[src/tmlb_pkg.sv]
// Shared types and constants for the target-match LED blinker.
package tmlb_pkg;

  typedef enum logic [1:0] {
    CMD_TICK    = 2'd0,
    CMD_REPORT  = 2'd1,
    CMD_ENABLE  = 2'd2,
    CMD_DISABLE = 2'd3
  } cmd_t;

  localparam int unsigned REG_IDX_W  = 3;
  localparam int unsigned REG_DATA_W = 16;
  localparam int unsigned LEVEL_W    = 8;
  localparam int unsigned MS_W       = 16;

  localparam logic [REG_IDX_W-1:0] REG_TARGET_LEVEL    = 3'd0;
  localparam logic [REG_IDX_W-1:0] REG_ON_TIME_MS      = 3'd1;
  localparam logic [REG_IDX_W-1:0] REG_OFF_TIME_MS     = 3'd2;
  localparam logic [REG_IDX_W-1:0] REG_CYCLE_LIMIT     = 3'd3;
  localparam logic [REG_IDX_W-1:0] REG_INVERT_POLARITY = 3'd4;

  localparam logic [MS_W-1:0] DEFAULT_TIME_MS = 16'd100;
  localparam logic [MS_W-1:0] COUNT_MAX       = 16'hFFFF;

  typedef struct packed {
    logic [LEVEL_W-1:0] target_level;
    logic [MS_W-1:0]    on_time_ms;
    logic [MS_W-1:0]    off_time_ms;
    logic [MS_W-1:0]    cycle_limit;
    logic               invert_polarity;
  } cfg_t;

  typedef struct packed {
    logic pin_out;
    logic led_lit;
    logic is_blinking;
    logic func_enabled;
  } res_t;

endpackage

[src/tmlb_if.sv]
// Valid/ready channel interfaces for blinker requests and results.
interface tmlb_in_if import tmlb_pkg::*; ();
  logic               valid;
  logic               ready;
  logic [1:0]         cmd;
  logic [LEVEL_W-1:0] level_value;

  modport source (output valid, cmd, level_value, input ready);
  modport sink (input valid, cmd, level_value, output ready);
endinterface

interface tmlb_out_if;
  logic valid;
  logic ready;
  logic pin_out;
  logic led_lit;
  logic is_blinking;
  logic func_enabled;

  modport source (output valid, pin_out, led_lit, is_blinking, func_enabled, input ready);
  modport sink (input valid, pin_out, led_lit, is_blinking, func_enabled, output ready);
endinterface

[src/tmlb_cfg.sv]
// Configuration register file for the blinker.
module tmlb_cfg import tmlb_pkg::*; (
  input  logic                  clk,
  input  logic                  rst,
  input  logic                  wr_en,
  input  logic [REG_IDX_W-1:0]  wr_index,
  input  logic [REG_DATA_W-1:0] wr_data,
  output cfg_t                  cfg
);

  always_ff @(posedge clk) begin
    if (rst) begin
      cfg.target_level    <= '0;
      cfg.on_time_ms      <= DEFAULT_TIME_MS;
      cfg.off_time_ms     <= DEFAULT_TIME_MS;
      cfg.cycle_limit     <= '0;
      cfg.invert_polarity <= 1'b0;
    end else if (wr_en) begin
      case (wr_index)
        REG_TARGET_LEVEL:    cfg.target_level    <= wr_data[LEVEL_W-1:0];
        REG_ON_TIME_MS:      cfg.on_time_ms      <= wr_data[MS_W-1:0];
        REG_OFF_TIME_MS:     cfg.off_time_ms     <= wr_data[MS_W-1:0];
        REG_CYCLE_LIMIT:     cfg.cycle_limit     <= wr_data[MS_W-1:0];
        REG_INVERT_POLARITY: cfg.invert_polarity <= wr_data[0];
        default: ;
      endcase
    end
  end

endmodule

[src/tmlb_core.sv]
// Blink state registers and the single-pass next-state logic for one request.
module tmlb_core import tmlb_pkg::*; (
  input  logic               clk,
  input  logic               rst,
  input  logic               adv,
  input  logic [1:0]         cmd,
  input  logic [LEVEL_W-1:0] level_value,
  input  cfg_t               cfg,
  output res_t               res_next
);

  logic            enabled, enabled_next;
  logic            active, active_next;
  logic            lit, lit_next;
  logic            pin, pin_next;
  logic [MS_W-1:0] cycles, cycles_next;
  logic [MS_W-1:0] ms_left, ms_left_next;

  logic            match;
  logic            now_lit;
  logic [MS_W-1:0] cycles_inc;

  assign match      = (level_value == cfg.target_level);
  assign now_lit    = ~lit;
  assign cycles_inc = (cycles < COUNT_MAX) ? cycles + 1'b1 : cycles;

  always_comb begin
    enabled_next = enabled;
    active_next  = active;
    lit_next     = lit;
    pin_next     = pin;
    cycles_next  = cycles;
    ms_left_next = ms_left;
    case (cmd_t'(cmd))
      CMD_TICK: begin
        if (enabled && active) begin
          if (ms_left <= MS_W'(1)) begin
            lit_next = now_lit;
            pin_next = now_lit ^ cfg.invert_polarity;
            ms_left_next = now_lit ? cfg.on_time_ms : cfg.off_time_ms;
            if ((cfg.cycle_limit != '0) && !now_lit) begin
              cycles_next = cycles_inc;
              if (cycles_inc >= cfg.cycle_limit) begin
                // sequence done: go dark, timer keeps its old value
                active_next  = 1'b0;
                lit_next     = 1'b0;
                pin_next     = cfg.invert_polarity;
                ms_left_next = ms_left;
              end
            end
          end else begin
            ms_left_next = ms_left - 1'b1;
          end
        end
      end
      CMD_REPORT, CMD_ENABLE: begin
        // enable re-evaluates the level only on a disabled-to-enabled change
        if ((cmd_t'(cmd) == CMD_REPORT) ? enabled : !enabled) begin
          enabled_next = 1'b1;
          if (match) begin
            if (!active) begin
              active_next  = 1'b1;
              cycles_next  = '0;
              lit_next     = 1'b1;
              pin_next     = ~cfg.invert_polarity;
              ms_left_next = cfg.on_time_ms;
            end
          end else if (active) begin
            active_next = 1'b0;
            lit_next    = 1'b0;
            pin_next    = cfg.invert_polarity;
          end
        end
      end
      default: begin
        if (enabled) begin
          enabled_next = 1'b0;
          active_next  = 1'b0;
          lit_next     = 1'b0;
          pin_next     = cfg.invert_polarity;
        end
      end
    endcase
  end

  always_ff @(posedge clk) begin
    if (rst) begin
      enabled <= 1'b1;
      active  <= 1'b0;
      lit     <= 1'b0;
      pin     <= 1'b0;
      cycles  <= '0;
      ms_left <= '0;
    end else if (adv) begin
      enabled <= enabled_next;
      active  <= active_next;
      lit     <= lit_next;
      pin     <= pin_next;
      cycles  <= cycles_next;
      ms_left <= ms_left_next;
    end
  end

  assign res_next.pin_out      = pin_next;
  assign res_next.led_lit      = lit_next;
  assign res_next.is_blinking  = active_next;
  assign res_next.func_enabled = enabled_next;

  a_active_needs_enable: assert property (@(posedge clk) disable iff (rst)
    active |-> enabled) else $error("blinking while disabled");
  a_dark_when_idle: assert property (@(posedge clk) disable iff (rst)
    !active |-> !lit) else $error("LED lit with no sequence running");
  a_hold_without_adv: assert property (@(posedge clk) disable iff (rst)
    !$past(adv) && !$past(rst) |-> $stable(ms_left) && $stable(cycles) && $stable(lit))
    else $error("state moved with no request advancing");
  a_start_loads_on_time: assert property (@(posedge clk) disable iff (rst)
    adv && !active && active_next |=> lit && cycles == '0)
    else $error("sequence start did not light LED and clear count");

endmodule

[src/target_match_led_blinker.sv]
// Top level of the target-match LED blinker: request register, core, result register.
//
//   channel  | dir | signals
//   ---------+-----+-------------------------------------------------
//   item     | in  | valid, ready, cmd[1:0], level_value[7:0]
//   result   | out | valid, ready, pin_out, led_lit, is_blinking, func_enabled
//   wr_*     | in  | wr_en, wr_index[2:0], wr_data[15:0]
//
// One request per cycle sustained while results are taken; each result is
// presented after passing the request register and then the result register.
// The state update runs as the request moves from the request register into
// the result register; a stalled result holds both stages.
// rst is synchronous: enabled, not blinking, LED dark, registers at defaults.
module target_match_led_blinker import tmlb_pkg::*; (
  input  logic                  clk,
  input  logic                  rst,
  tmlb_in_if.sink               item,
  tmlb_out_if.source            result,
  input  logic                  wr_en,
  input  logic [REG_IDX_W-1:0]  wr_index,
  input  logic [REG_DATA_W-1:0] wr_data
);

  cfg_t               cfg;
  res_t               res_next;
  res_t               res;
  logic               req_valid;
  logic [1:0]         req_cmd;
  logic [LEVEL_W-1:0] req_level;
  logic               res_valid;
  logic               adv;

  assign adv        = req_valid && (!res_valid || result.ready);
  assign item.ready = !req_valid || adv;

  always_ff @(posedge clk) begin
    if (rst) begin
      req_valid <= 1'b0;
      res_valid <= 1'b0;
    end else begin
      if (item.ready) begin
        req_valid <= item.valid;
      end
      if (adv) begin
        res_valid <= 1'b1;
      end else if (result.ready) begin
        res_valid <= 1'b0;
      end
    end
  end

  always_ff @(posedge clk) begin
    if (item.valid && item.ready) begin
      req_cmd   <= item.cmd;
      req_level <= item.level_value;
    end
    if (adv) begin
      res <= res_next;
    end
  end

  tmlb_cfg u_cfg (
    .clk      (clk),
    .rst      (rst),
    .wr_en    (wr_en),
    .wr_index (wr_index),
    .wr_data  (wr_data),
    .cfg      (cfg)
  );

  tmlb_core u_core (
    .clk         (clk),
    .rst         (rst),
    .adv         (adv),
    .cmd         (req_cmd),
    .level_value (req_level),
    .cfg         (cfg),
    .res_next    (res_next)
  );

  assign result.valid        = res_valid;
  assign result.pin_out      = res.pin_out;
  assign result.led_lit      = res.led_lit;
  assign result.is_blinking  = res.is_blinking;
  assign result.func_enabled = res.func_enabled;

  a_stalled_req_held: assert property (@(posedge clk) disable iff (rst)
    req_valid && !adv |=> req_valid && $stable(req_cmd) && $stable(req_level))
    else $error("pending request lost or changed under stall");
  a_result_after_adv: assert property (@(posedge clk) disable iff (rst)
    adv |=> res_valid) else $error("advanced request produced no result");
  a_no_overwrite: assert property (@(posedge clk) disable iff (rst)
    res_valid && !result.ready |-> !adv) else $error("result overwritten while stalled");

endmodule

[src/flat_wrapper.sv]
// flat-port wrapper written by rule: the top's interface ports become plain ports
module target_match_led_blinker_flat import tmlb_pkg::*;
  (clk, rst, wr_en, wr_index, wr_data, item_valid, item_cmd, item_level_value, item_ready, result_valid, result_pin_out, result_led_lit, result_is_blinking, result_func_enabled, result_ready);
  tmlb_in_if item_i ();
  tmlb_out_if result_i ();
  input  logic clk;
  input  logic rst;
  input  logic wr_en;
  input  logic [REG_IDX_W-1:0] wr_index;
  input  logic [REG_DATA_W-1:0] wr_data;
  input wire logic [$bits(item_i.valid)-1:0] item_valid;
  input wire logic [$bits(item_i.cmd)-1:0] item_cmd;
  input wire logic [$bits(item_i.level_value)-1:0] item_level_value;
  output wire logic [$bits(item_i.ready)-1:0] item_ready;
  output wire logic [$bits(result_i.valid)-1:0] result_valid;
  output wire logic [$bits(result_i.pin_out)-1:0] result_pin_out;
  output wire logic [$bits(result_i.led_lit)-1:0] result_led_lit;
  output wire logic [$bits(result_i.is_blinking)-1:0] result_is_blinking;
  output wire logic [$bits(result_i.func_enabled)-1:0] result_func_enabled;
  input wire logic [$bits(result_i.ready)-1:0] result_ready;
  assign item_i.valid = item_valid;
  assign item_i.cmd = item_cmd;
  assign item_i.level_value = item_level_value;
  assign item_ready = item_i.ready;
  assign result_valid = result_i.valid;
  assign result_pin_out = result_i.pin_out;
  assign result_led_lit = result_i.led_lit;
  assign result_is_blinking = result_i.is_blinking;
  assign result_func_enabled = result_i.func_enabled;
  assign result_i.ready = result_ready;
  target_match_led_blinker u_core (.clk(clk), .rst(rst), .item(item_i), .result(result_i), .wr_en(wr_en), .wr_index(wr_index), .wr_data(wr_data));
endmodule
[config.mk]
export PLATFORM = sky130hd
export DESIGN_NAME = target_match_led_blinker_flat
export DESIGN_NICKNAME = d
export VERILOG_FILES = /design/src/tmlb_pkg.sv /design/src/tmlb_if.sv /design/src/tmlb_cfg.sv /design/src/tmlb_core.sv /design/src/target_match_led_blinker.sv /design/src/flat_wrapper.sv
export SDC_FILE = /design/constraint.sdc
export NUM_CORES = 1
export LEC_CHECK = 0
export BUFFER_PORTS_ARGS = -buffer_cell sky130_fd_sc_hd__buf_4
export CAP_MARGIN = 0
export CORE_MARGIN = 5
export CORE_UTILIZATION = 40
export DETAILED_ROUTE_END_ITERATION = 10
export PLACE_DENSITY = 0.6
export SETUP_SLACK_MARGIN = 0.4
export SLEW_MARGIN = 15
export SYNTH_ARGS = -nofsm -noshare
export SYNTH_HDL_FRONTEND = slang
export SYNTH_SLANG_ARGS = --single-unit
export TNS_END_PERCENT = 10
[constraint.sdc]
create_clock -name clk -period 6.8 [get_ports clk]
set_input_delay 1.36 -clock clk [delete_from_list [all_inputs] [get_ports clk]]
set_output_delay 1.36 -clock clk [all_outputs]
set_load 0.05 [all_outputs]
==> results_tabular.tex, run 1 <==
\begin{tabular}{lr}
\hline
Metric & Value \\
\hline
\multicolumn{2}{l}{\textbf{Hold path}} \\
\quad Type of the worst min-delay path & flop to flop \\
\quad Depth of the worst hold-timing path & 2 \\
\quad Terminating pin of the worst hold path & u\_core.u\_cfg.cfg[44] \\
\quad Critical hold path startpoint & u\_core.u\_cfg.cfg[44] \\
\multicolumn{2}{l}{\textbf{Cells and area}} \\
\quad Area Growth Syn to Fin & 12.55\% \\
\quad Inserted Diodes & 0 \\
\quad Final-stage net count & about 810 \\
\quad Number of fillers in the final layout & 1467 \\
\quad Non-Filler Instances & 947 \\
\quad Fraction of final layout cells sized beyond drive strength 1 & a little under 10\% \\
\multicolumn{2}{l}{\textbf{Floorplanning}} \\
\quad Starting Density & 40.63\% \\
\quad \# rows & 44 \\
\quad DIE HEIGHT & about 130 microns \\
\quad Core Area & $\sim$14000 sq um \\
\quad Total die area & between 15000 and 20000 sq um \\
\quad DIE WIDTH & between 100 and 150 microns \\
\quad I/O pin total & 40 \\
\multicolumn{2}{l}{\textbf{STA}} \\
\quad Setup repair after global routing missed its margin & false \\
\quad Highest clock frequency the design can meet & about 230 MHz \\
\quad Number of endpoints with negative hold slack in the final report & 0 \\
\quad Final hold slack & 0.4611 ns \\
\quad Max-slew violation count & 0 \\
\quad Count of endpoints failing setup in the final report & 0 \\
\quad Clock skew after layout & around 0.013 ns \\
\quad Sum of negative setup slack & 0 ns \\
\quad Post-route minimum period & between 4 and 5 ns \\
\quad Slack of the critical path & approximately 2.5 ns \\
\quad Normalized max-slew margin & between 30\% and 40\% \\
\quad Worst-Margin Slew & approximately 1.0 ns \\
\quad Part of the cycle the worst path needs & 62.80\% \\
\multicolumn{2}{l}{\textbf{Logic synthesis}} \\
\quad Post-synth top area cell & sky130\_fd\_sc\_hd\_\_dfxtp\_1 \\
\quad Cells taking the most area after synthesis & sky130\_fd\_sc\_hd\_\_dfxtp\_1 (32\%), sky130\_fd\_sc\_hd\_\_nand2\_1 (9.3\%), sky130\_fd\_sc\_hd\_\_edfxtp\_1 (7.1\%) \\
\quad EDFF count, synth & 14 \\
\quad Synthesized cell area & $\sim$5900 sq um \\
\quad Synthesized Nets & around 800 \\
\quad Share of the synthesized area in the top cell type & between 30\% and 40\% \\
\quad Synth Instances & approximately 740 \\
\quad Register area share after synthesis & between 30\% and 40\% \\
\quad Synth Area per Inst & just under 8 sq um \\
\quad Fraction of synthesis flops using an asynchronous set or reset pin & 0\% \\
\quad Prevailing post-synth register cell & sky130\_fd\_sc\_hd\_\_dfxtp\_1 \\
\quad Leading cell type by number of instances after synthesis & sky130\_fd\_sc\_hd\_\_nand2\_1 \\
\quad Top post-synthesis cells by count & sky130\_fd\_sc\_hd\_\_nand2\_1 (146), sky130\_fd\_sc\_hd\_\_dfxtp\_1 (95), sky130\_fd\_sc\_hd\_\_a21oi\_1 (75), sky130\_fd\_sc\_hd\_\_nor2\_1 (48), sky130\_fd\_sc\_hd\_\_nand3\_1 (36) \\
\quad Warnings from Yosys & 0 \\
\quad Number of different library cells in the post-synthesis netlist & 56 \\
\quad Total of flip-flops plus latches after synthesis & between 100 and 150 \\
\multicolumn{2}{l}{\textbf{Worst setup path}} \\
\quad Critical path data arrival time & 4.52 ns \\
\quad Capture point of the worst reg-to-reg path & u\_core.u\_core.ms\_left[9] \\
\quad Launching element type of the critical path & flop \\
\quad Critical path data required time & about 7.1 ns \\
\quad Number of cells on the worst reg-to-reg path & 11 \\
\quad FF-to-FF setup slack & 2.53 ns \\
\quad Nature of the critical path endpoint & flop \\
\quad Reg2reg start & u\_core.u\_core.cycles[3] \\
\quad Top fanout value on the critical path & 12 \\
\quad Crit Path Class & flop to flop \\
\multicolumn{2}{l}{\textbf{Route}} \\
\quad Number of nets still failing antenna checks after routing & 0 \\
\quad Final routed wirelength across all metal layers & $\sim$17000 microns \\
\quad Number of optimization iterations in the first detailed-route pass & 5 \\
\quad Average vias per placed instance & 5.955 \\
\quad First DRT Iteration DRCs & 510 \\
\quad Post-DR wirelength/cell & 18.28 microns \\
\quad DR vias & around 5600 \\
\quad Remaining design rule violation count & 0 \\
\multicolumn{2}{l}{\textbf{Place}} \\
\quad Final weighted congestion in routability-driven placement & just under 0.9 \\
\quad Worst slack after detailed placement & about 2.6 ns \\
\quad Placed instance count & around 930 \\
\quad Buffers added on ports & 39 \\
\quad Detail Placement HPWL & $\sim$13000 microns \\
\multicolumn{2}{l}{\textbf{Clocking}} \\
\quad Number of buffers inserted for hold repair after clock tree synthesis & 0 \\
\quad CTS tree & yes \\
\quad Clock-pin slew on the worst setup and hold paths & about 0.080 ns \\
\quad Post-CTS Setup Repair Bufs & 0 \\
\quad Maximum number of buffers from clock root to sink & 2 \\
\quad Number of sinks driven by the clock tree & 109 \\
\quad Clk root buf & sky130\_fd\_sc\_hd\_\_clkbuf\_16 \\
\quad Num CTS Buffers & 9 \\
\quad Number of gates resized after cts & 0 \\
\quad Worst-skew pair later-pin latency & $\sim$0.36 ns \\
\quad H-Tree Depth & 3 \\
\multicolumn{2}{l}{\textbf{Global route}} \\
\quad Wire length of the first global-routing pass & $\sim$28000 microns \\
\quad Pin count of the biggest net entering global routing & 63 \\
\quad Antenna violations before repair & 0 \\
\quad Gr usage total & roughly a fifth \\
\quad Grt total ovfl & 0 \\
\quad Number of global-route vias before repair & between 5000 and 6000 \\
\multicolumn{2}{l}{\textbf{Status}} \\
\quad Run status & completed \\
\multicolumn{2}{l}{\textbf{Pwr}} \\
\quad Maximum ir drop on the vdd rail & between 0.00015 and 0.0002 V \\
\quad Leak & about 0.0024 uW \\
\quad Power density over the cells & between 200 and 250 nW/um\^{}2 \\
\multicolumn{2}{l}{\textbf{Flow run}} \\
\quad Max-Cap Viols & 0 \\
\hline
\end{tabular}
power breakdown:
part | internal (uW) | switching (uW) | total (uW)
Combinational | 75.3 | 133 | 208
Clock | 299 | 270 | 569
Sequential | 668 | 14.1 | 682
how the worst max path moves through the flow:
stage | startpoint | end | depth (start not counted)
2_1_floorplan | u_core.u_core.cycles[3] | u_core.u_core.ms_left[8] | 13
3_3_place_gp | u_core.u_core.cycles[0] | u_core.u_core.ms_left[9] | 12
3_5_place_dp | u_core.u_core.cycles[0] | u_core.u_core.ms_left[9] | 12
4_1_cts | u_core.u_core.cycles[0] | u_core.u_core.ms_left[9] | 12
5_1_grt | u_core.u_core.cycles[0] | u_core.u_core.ms_left[9] | 12
6_report | u_core.u_core.cycles[3] | u_core.u_core.ms_left[9] | 11
registers in the layout (all words and copies together), names as in the netlist:
name / flops
u_core.u_core.pin: 1
u_core.result.is_blinking: 1
u_core.u_core.cycles: 16
u_core.result.led_lit: 1
u_core.u_core.ms_left: 16
u_core.u_cfg.cfg: 57
u_core.u_core.lit: 1
u_core.req_level: 8
u_core.result.func_enabled: 1
u_core.result.pin_out: 1
u_core.u_core.enabled: 1
u_core.result.valid: 1
u_core.u_core.active: 1
u_core.req_cmd: 2
u_core.req_valid: 1
worst max-delay path, cell delays in order, from the launching register on:
cell,delay [ns]
sky130_fd_sc_hd__dfxtp_1,0.51
sky130_fd_sc_hd__nand4_1,0.29
sky130_fd_sc_hd__or4_1,0.59
sky130_fd_sc_hd__nor2_1,0.14
sky130_fd_sc_hd__mux2_2,0.35
sky130_fd_sc_hd__ha_1,0.29
sky130_fd_sc_hd__nand4_1,0.11
sky130_fd_sc_hd__or3_1,0.39
sky130_fd_sc_hd__a221o_1,0.31
sky130_fd_sc_hd__a31oi_2,0.60
sky130_fd_sc_hd__nor2_1,0.22
sky130_fd_sc_hd__mux2_1,0.36
stage by stage:
step                util [%]  total power (uW)  instance area [sq um]
floorplan                  -             829.6                   5883
global placement       43.43             901.9                   6289
detailed placement     43.43             903.5                   6289
CTS                    45.71              1471                   6619
global route           45.73              1518                   6621
finish                 45.73              1459                   6621
cell type report:
| cell class | instances | area [sq um] | share of cell area [%] |
|---|---|---|---|
| Multi-Input combinational cell | 559 | 3273 | 49.43 |
| Sequential cell | 109 | 2322 | 35.07 |
| Timing Repair Buffer | 45 | 337.8 | 5.102 |
| Tap cell | 184 | 230.2 | 3.477 |
| Clock buffer | 9 | 225.2 | 3.401 |
| Inverter | 34 | 127.6 | 1.927 |
| Clock inverter | 7 | 105.1 | 1.587 |
cell families (layout without fill, tap and decap cells):
family / after synthesis / after routing / share of synthesized area (%)
AND/OR/NAND/NOR: 324 / 324 / 25.93
AO/OA/AOI/OAI: 170 / 170 / 18.25
flip-flops: 109 / 109 / 39.47
buffers and inverters: 75 / 95 / 4.934
XOR/XNOR: 31 / 31 / 4.615
adder cells (fa/ha/maj): 22 / 22 / 4.679
multiplexers: 12 / 12 / 2.127
layer usage:
layer  vias up  share of wire [%]  global-route usage (%)
li1       2697                  -                       -
met1      2704                 44                   25.11
met2       192                 47                   32.14
met3        46                5.1                   3.631
met4         0                3.6                   9.486
met5         -                  0                       0
layout by cell type, fill, tap and decap left out, types with 4 or more instances in the layout:
cell	n
sky130_fd_sc_hd__a21oi_1	75
sky130_fd_sc_hd__clkbuf_16	9
sky130_fd_sc_hd__or3_1	9
sky130_fd_sc_hd__mux2i_1	8
sky130_fd_sc_hd__nand3b_1	5
sky130_fd_sc_hd__nand2_1	146
sky130_fd_sc_hd__nor3_1	14
sky130_fd_sc_hd__o21ai_0	22
sky130_fd_sc_hd__and3_1	4
sky130_fd_sc_hd__nand4_1	14
sky130_fd_sc_hd__nand3_1	36
sky130_fd_sc_hd__o41ai_1	8
sky130_fd_sc_hd__a31o_2	5
sky130_fd_sc_hd__inv_1	33
sky130_fd_sc_hd__nor2_1	47
sky130_fd_sc_hd__and2_1	4
sky130_fd_sc_hd__xor2_1	12
sky130_fd_sc_hd__dfxtp_1	95
sky130_fd_sc_hd__buf_4	45
sky130_fd_sc_hd__or4_1	9
sky130_fd_sc_hd__o211ai_1	10
sky130_fd_sc_hd__ha_1	22
sky130_fd_sc_hd__o22ai_1	6
sky130_fd_sc_hd__nor4_1	17
sky130_fd_sc_hd__nor2b_1	4
sky130_fd_sc_hd__a31oi_1	10
sky130_fd_sc_hd__xnor2_1	19
sky130_fd_sc_hd__o221ai_1	7
sky130_fd_sc_hd__o31a_1	4
sky130_fd_sc_hd__edfxtp_1	14
sky130_fd_sc_hd__o32ai_1	5
Power figures use the tool's default switching activity.
==> inputs of run 2 (changes only) <==
PLACE_DENSITY = 0.62   (was 0.6)
clock period = 3.9 ns   (was 6.8 ns; I/O delays follow)
==> run 2 against run 1 <==
  * Sequential power grew 74%
  * Power grew 71%
  * Count of clock-buffer cells in the layout is the same
  * Routed wire length grew 0.98%
  * Critical path depth grew 2
  * Hold slack lost 0.0037 ns
  * Setup slack lost 2.1 ns
  * Critical path type unchanged
  * Highest routed layer unchanged
==> results_tabular.tex, run 2 (synthesis results as in run 1) <==
\begin{tabular}{lr}
\hline
Metric & Value \\
\hline
\multicolumn{2}{l}{\textbf{Status}} \\
\quad Run status & completed \\
\multicolumn{2}{l}{\textbf{Hold path}} \\
\quad Depth of the worst hold-timing path & 2 (unchanged) \\
\quad Type of the worst min-delay path & flop to flop \\
\multicolumn{2}{l}{\textbf{Cells and area}} \\
\quad Most common cell after layout, fill and taps aside & sky130\_fd\_sc\_hd\_\_nand2\_1 \\
\quad Fraction of final layout cells sized beyond drive strength 1 & 16.14\% (+6.4 points) \\
\quad Finished Cell Area & 6933 sq um (+4.7\%) \\
\quad Top library cells by usage in the layout, fill and taps aside & sky130\_fd\_sc\_hd\_\_nand2\_1 (145), sky130\_fd\_sc\_hd\_\_dfxtp\_1 (86), sky130\_fd\_sc\_hd\_\_a21oi\_1 (74), sky130\_fd\_sc\_hd\_\_buf\_4 (65), sky130\_fd\_sc\_hd\_\_nor2\_1 (43) \\
\quad Non-Filler Instances & 971 (+2.5\%) \\
\quad Max reg flops & 57 (unchanged) \\
\quad Inserted Diodes & 0 (unchanged) \\
\quad Area Growth Syn to Fin & 17.84\% \\
\quad Largest registers & u\_core.u\_cfg.cfg x57, u\_core.u\_core.cycles x16, u\_core.u\_core.ms\_left x16 \\
\quad Most flop-heavy register & u\_core.u\_cfg.cfg \\
\quad Final-stage net count & 838 (+2.9\%) \\
\multicolumn{2}{l}{\textbf{Route}} \\
\quad Post-DR wirelength/cell & 18.01 microns (-1.5\%) \\
\quad Number of optimization iterations in the first detailed-route pass & 6 (+1) \\
\quad Final routed wirelength across all metal layers & 17480 microns (+0.98\%) \\
\quad Remaining design rule violation count & 0 (unchanged) \\
\quad Average vias per placed instance & 5.905 (-0.83\%) \\
\quad First DRT Iteration DRCs & 530 (+3.9\%) \\
\quad Number of nets still failing antenna checks after routing & 0 (unchanged) \\
\quad DR vias & 5734 (+1.7\%) \\
\multicolumn{2}{l}{\textbf{Floorplanning}} \\
\quad \# rows & 44 (unchanged) \\
\quad DIE WIDTH & 131.3 microns (unchanged) \\
\quad Core Area & 14480 sq um (unchanged) \\
\quad DIE HEIGHT & 131.3 microns (unchanged) \\
\quad Starting Density & 40.63\% (unchanged) \\
\quad Total die area & 17230 sq um (unchanged) \\
\quad I/O pin total & 40 (unchanged) \\
\multicolumn{2}{l}{\textbf{Global route}} \\
\quad Antenna violations before repair & 0 (unchanged) \\
\quad Number of global-route vias before repair & 5551 (+1.1\%) \\
\quad Pin count of the biggest net entering global routing & 81 (+29\%) \\
\quad Gr usage total & 19.58\% (-0.11 points) \\
\quad Wire length of the first global-routing pass & 28060 microns (+0.30\%) \\
\quad Grt total ovfl & 0 (unchanged) \\
\multicolumn{2}{l}{\textbf{STA}} \\
\quad Final hold slack & 0.4574 ns (-0.003668 ns) \\
\quad Sum of negative setup slack & 0 ns (unchanged) \\
\quad Post-route minimum period & 3.494 ns (-0.7760 ns) \\
\quad Clock skew after layout & 0.01101 ns (-0.001535 ns) \\
\quad Setup repair after global routing missed its margin & false \\
\quad Worst-Margin Slew & 0.8761 ns (-0.1474 ns) \\
\quad Number of endpoints with negative hold slack in the final report & 0 (unchanged) \\
\quad Highest clock frequency the design can meet & 286.2 MHz (+22\%) \\
\quad Count of endpoints failing setup in the final report & 0 (unchanged) \\
\quad Normalized max-slew margin & 41.59\% (+9.8 points) \\
\quad Slack of the critical path & 0.4055 ns (-2.124 ns) \\
\quad Max-slew violation count & 0 (unchanged) \\
\quad Part of the cycle the worst path needs & 89.60\% (+27 points) \\
\multicolumn{2}{l}{\textbf{Worst setup path}} \\
\quad Nature of the critical path endpoint & flop \\
\quad Critical path startpoint & u\_core.u\_core.cycles[5] \\
\quad Critical path data arrival time & 3.75 ns (-0.77 ns) \\
\quad Crit Path Class & flop to flop \\
\quad FF-to-FF setup slack & 0.41 ns (-2.12 ns) \\
\quad Reg2reg start & u\_core.u\_core.cycles[5] \\
\quad Critical path data required time & 4.16 ns (-2.89 ns) \\
\quad Number of cells on the worst reg-to-reg path & 13 (+2) \\
\quad Top fanout value on the critical path & 6 (-6) \\
\quad Capture point of the worst reg-to-reg path & u\_core.u\_core.ms\_left[2] \\
\quad Launching element type of the critical path & flop \\
\quad End point of the critical path & u\_core.u\_core.ms\_left[2] \\
\multicolumn{2}{l}{\textbf{Flow run}} \\
\quad Max-Cap Viols & 0 (unchanged) \\
\multicolumn{2}{l}{\textbf{Clocking}} \\
\quad Clk root buf & sky130\_fd\_sc\_hd\_\_clkbuf\_16 \\
\quad H-Tree Depth & 3 (unchanged) \\
\quad CTS tree & yes \\
\quad Worst-skew pair later-pin latency & 0.36 ns (about the same) \\
\quad Maximum number of buffers from clock root to sink & 2 (unchanged) \\
\quad Number of buffers inserted for hold repair after clock tree synthesis & 0 (unchanged) \\
\quad Clock-pin slew on the worst setup and hold paths & 0.08 ns (about the same) \\
\quad Num CTS Buffers & 9 (unchanged) \\
\quad Number of sinks driven by the clock tree & 109 (unchanged) \\
\multicolumn{2}{l}{\textbf{Pwr}} \\
\quad Combinational group share of total power & 14.9\% (+0.6 points) \\
\quad Power share of the sequential group & 47.6\% (+0.8 points) \\
\quad Maximum ir drop on the vdd rail & 0.0002850 V (+45\%) \\
\quad Switching share of total power & 29.58\% (+1.0 points) \\
\quad Leak & 0.002569 uW (+6.5\%) \\
\quad Switching component of the power & 738.5 uW (+77\%) \\
\quad Power density over the cells & 360.1 nW/um\^{}2 (+63\%) \\
\quad Share of power burned in the clock network & 37.5\% (-1.5 points) \\
\quad Internal power consumption & 1758 uW (+69\%) \\
\multicolumn{2}{l}{\textbf{Place}} \\
\quad DP Area & 6375 sq um (+1.4\%) \\
\quad Worst slack after detailed placement & 0.1647 ns (-2.403 ns) \\
\quad Buffers added on ports & 39 (unchanged) \\
\quad Placed instance count & 942 (+1.2\%) \\
\quad Detail Placement HPWL & 12320 microns (-2.4\%) \\
\quad Final weighted congestion in routability-driven placement & 0.9167 (+3.7\%) \\
\hline
\end{tabular}
==> run 2: cell count changes in the layout (fill, tap and decap cells not counted), moves of 2 or more <==
cell	before	now
sky130_fd_sc_hd__o41ai_1	8	6
sky130_fd_sc_hd__nor2_1	47	43
sky130_fd_sc_hd__o41ai_2	0	2
sky130_fd_sc_hd__nor2_4	0	2
sky130_fd_sc_hd__nor4_1	17	15
sky130_fd_sc_hd__nor2_2	1	3
sky130_fd_sc_hd__nor3_2	0	2
sky130_fd_sc_hd__inv_8	0	2
sky130_fd_sc_hd__dfxtp_2	0	6
sky130_fd_sc_hd__buf_4	45	65
sky130_fd_sc_hd__nor3_1	14	12
sky130_fd_sc_hd__dfxtp_4	0	3
sky130_fd_sc_hd__dfxtp_1	95	86
sky130_fd_sc_hd__buf_6	0	4
==> run 2: what timing repair did <==
action / in CTS / in global routing
buffers inserted: 6 / 7
gates cloned: 0 / 0
pin swaps: 6 / 14
gates resized for setup: 19 / 21
setup endpoints to repair: 18 / 18
==> run 2: how the worst min path moves through the flow <==
stage / startpoint / endpoint / slack [ns]
after floorplan: u_core.u_cfg.cfg[25] / u_core.u_cfg.cfg[25] / 0.43
after global placement: u_core.u_cfg.cfg[40] / u_core.u_cfg.cfg[40] / 0.44
after detailed placement: u_core.u_cfg.cfg[41] / u_core.u_cfg.cfg[41] / 0.45
after CTS: u_core.u_cfg.cfg[41] / u_core.u_cfg.cfg[41] / 0.46
after global routing: u_core.u_cfg.cfg[24] / u_core.u_cfg.cfg[24] / 0.48
final: u_core.u_cfg.cfg[41] / u_core.u_cfg.cfg[41] / 0.46
==> run 2: per-layer routing <==
layer / GRT usage, % / vias to the layer above / share of wire [%]
met1: 24.29 / 2753 / 42
met2: 34.20 / 202 / 50
li1: - / 2739 / -
met5: 0 / - / 0
met3: 3.784 / 40 / 5.8
met4: 6.286 / 0 / 1.9
==> run 2: power groups by stage <==
stage,logic [uW],clock network (uW),registers (uW)
after floorplan,231,0,1220
after global placement,356,0,1220
after detailed placement,360,0,1220
after CTS,365,951,1190
after global routing,408,995,1190
final,373,936,1190
==> run 2: stage by stage <==
| step | total power, uW | utilization [%] |
|---|---|---|
| 6_report | 2496 | 47.88 |
| 3_3_place_gp | 1571 | 44.03 |
| 4_1_cts | 2505 | 46.88 |
| 5_1_grt | 2594 | 47.88 |
| 3_5_place_dp | 1576 | 44.03 |
| 2_1_floorplan | 1446 | - |
==> run 2: area by class of cell <==
type                    instances  area, sq um
flip-flops and latches        109         2341
repair buffers                 69        533.0
inverters                      34        127.6
fillers                      1389         7546
multi-input cells             559         3398
clock buffers                   9        225.2
clock inverters                 7        77.57
well taps                     184        230.2
==> run 2: critical path, cell delays in order (launching register included) <==
cell	delay, ns
sky130_fd_sc_hd__dfxtp_2	0.40
sky130_fd_sc_hd__nand4_1	0.21
sky130_fd_sc_hd__buf_4	0.23
sky130_fd_sc_hd__a311oi_2	0.33
sky130_fd_sc_hd__nand3_2	0.18
sky130_fd_sc_hd__xnor2_2	0.18
sky130_fd_sc_hd__ha_1	0.29
sky130_fd_sc_hd__nand4_1	0.16
sky130_fd_sc_hd__or3_1	0.39
sky130_fd_sc_hd__a221o_1	0.35
sky130_fd_sc_hd__a31oi_4	0.25
sky130_fd_sc_hd__buf_6	0.16
sky130_fd_sc_hd__nor4_1	0.05
sky130_fd_sc_hd__a31o_2	0.23
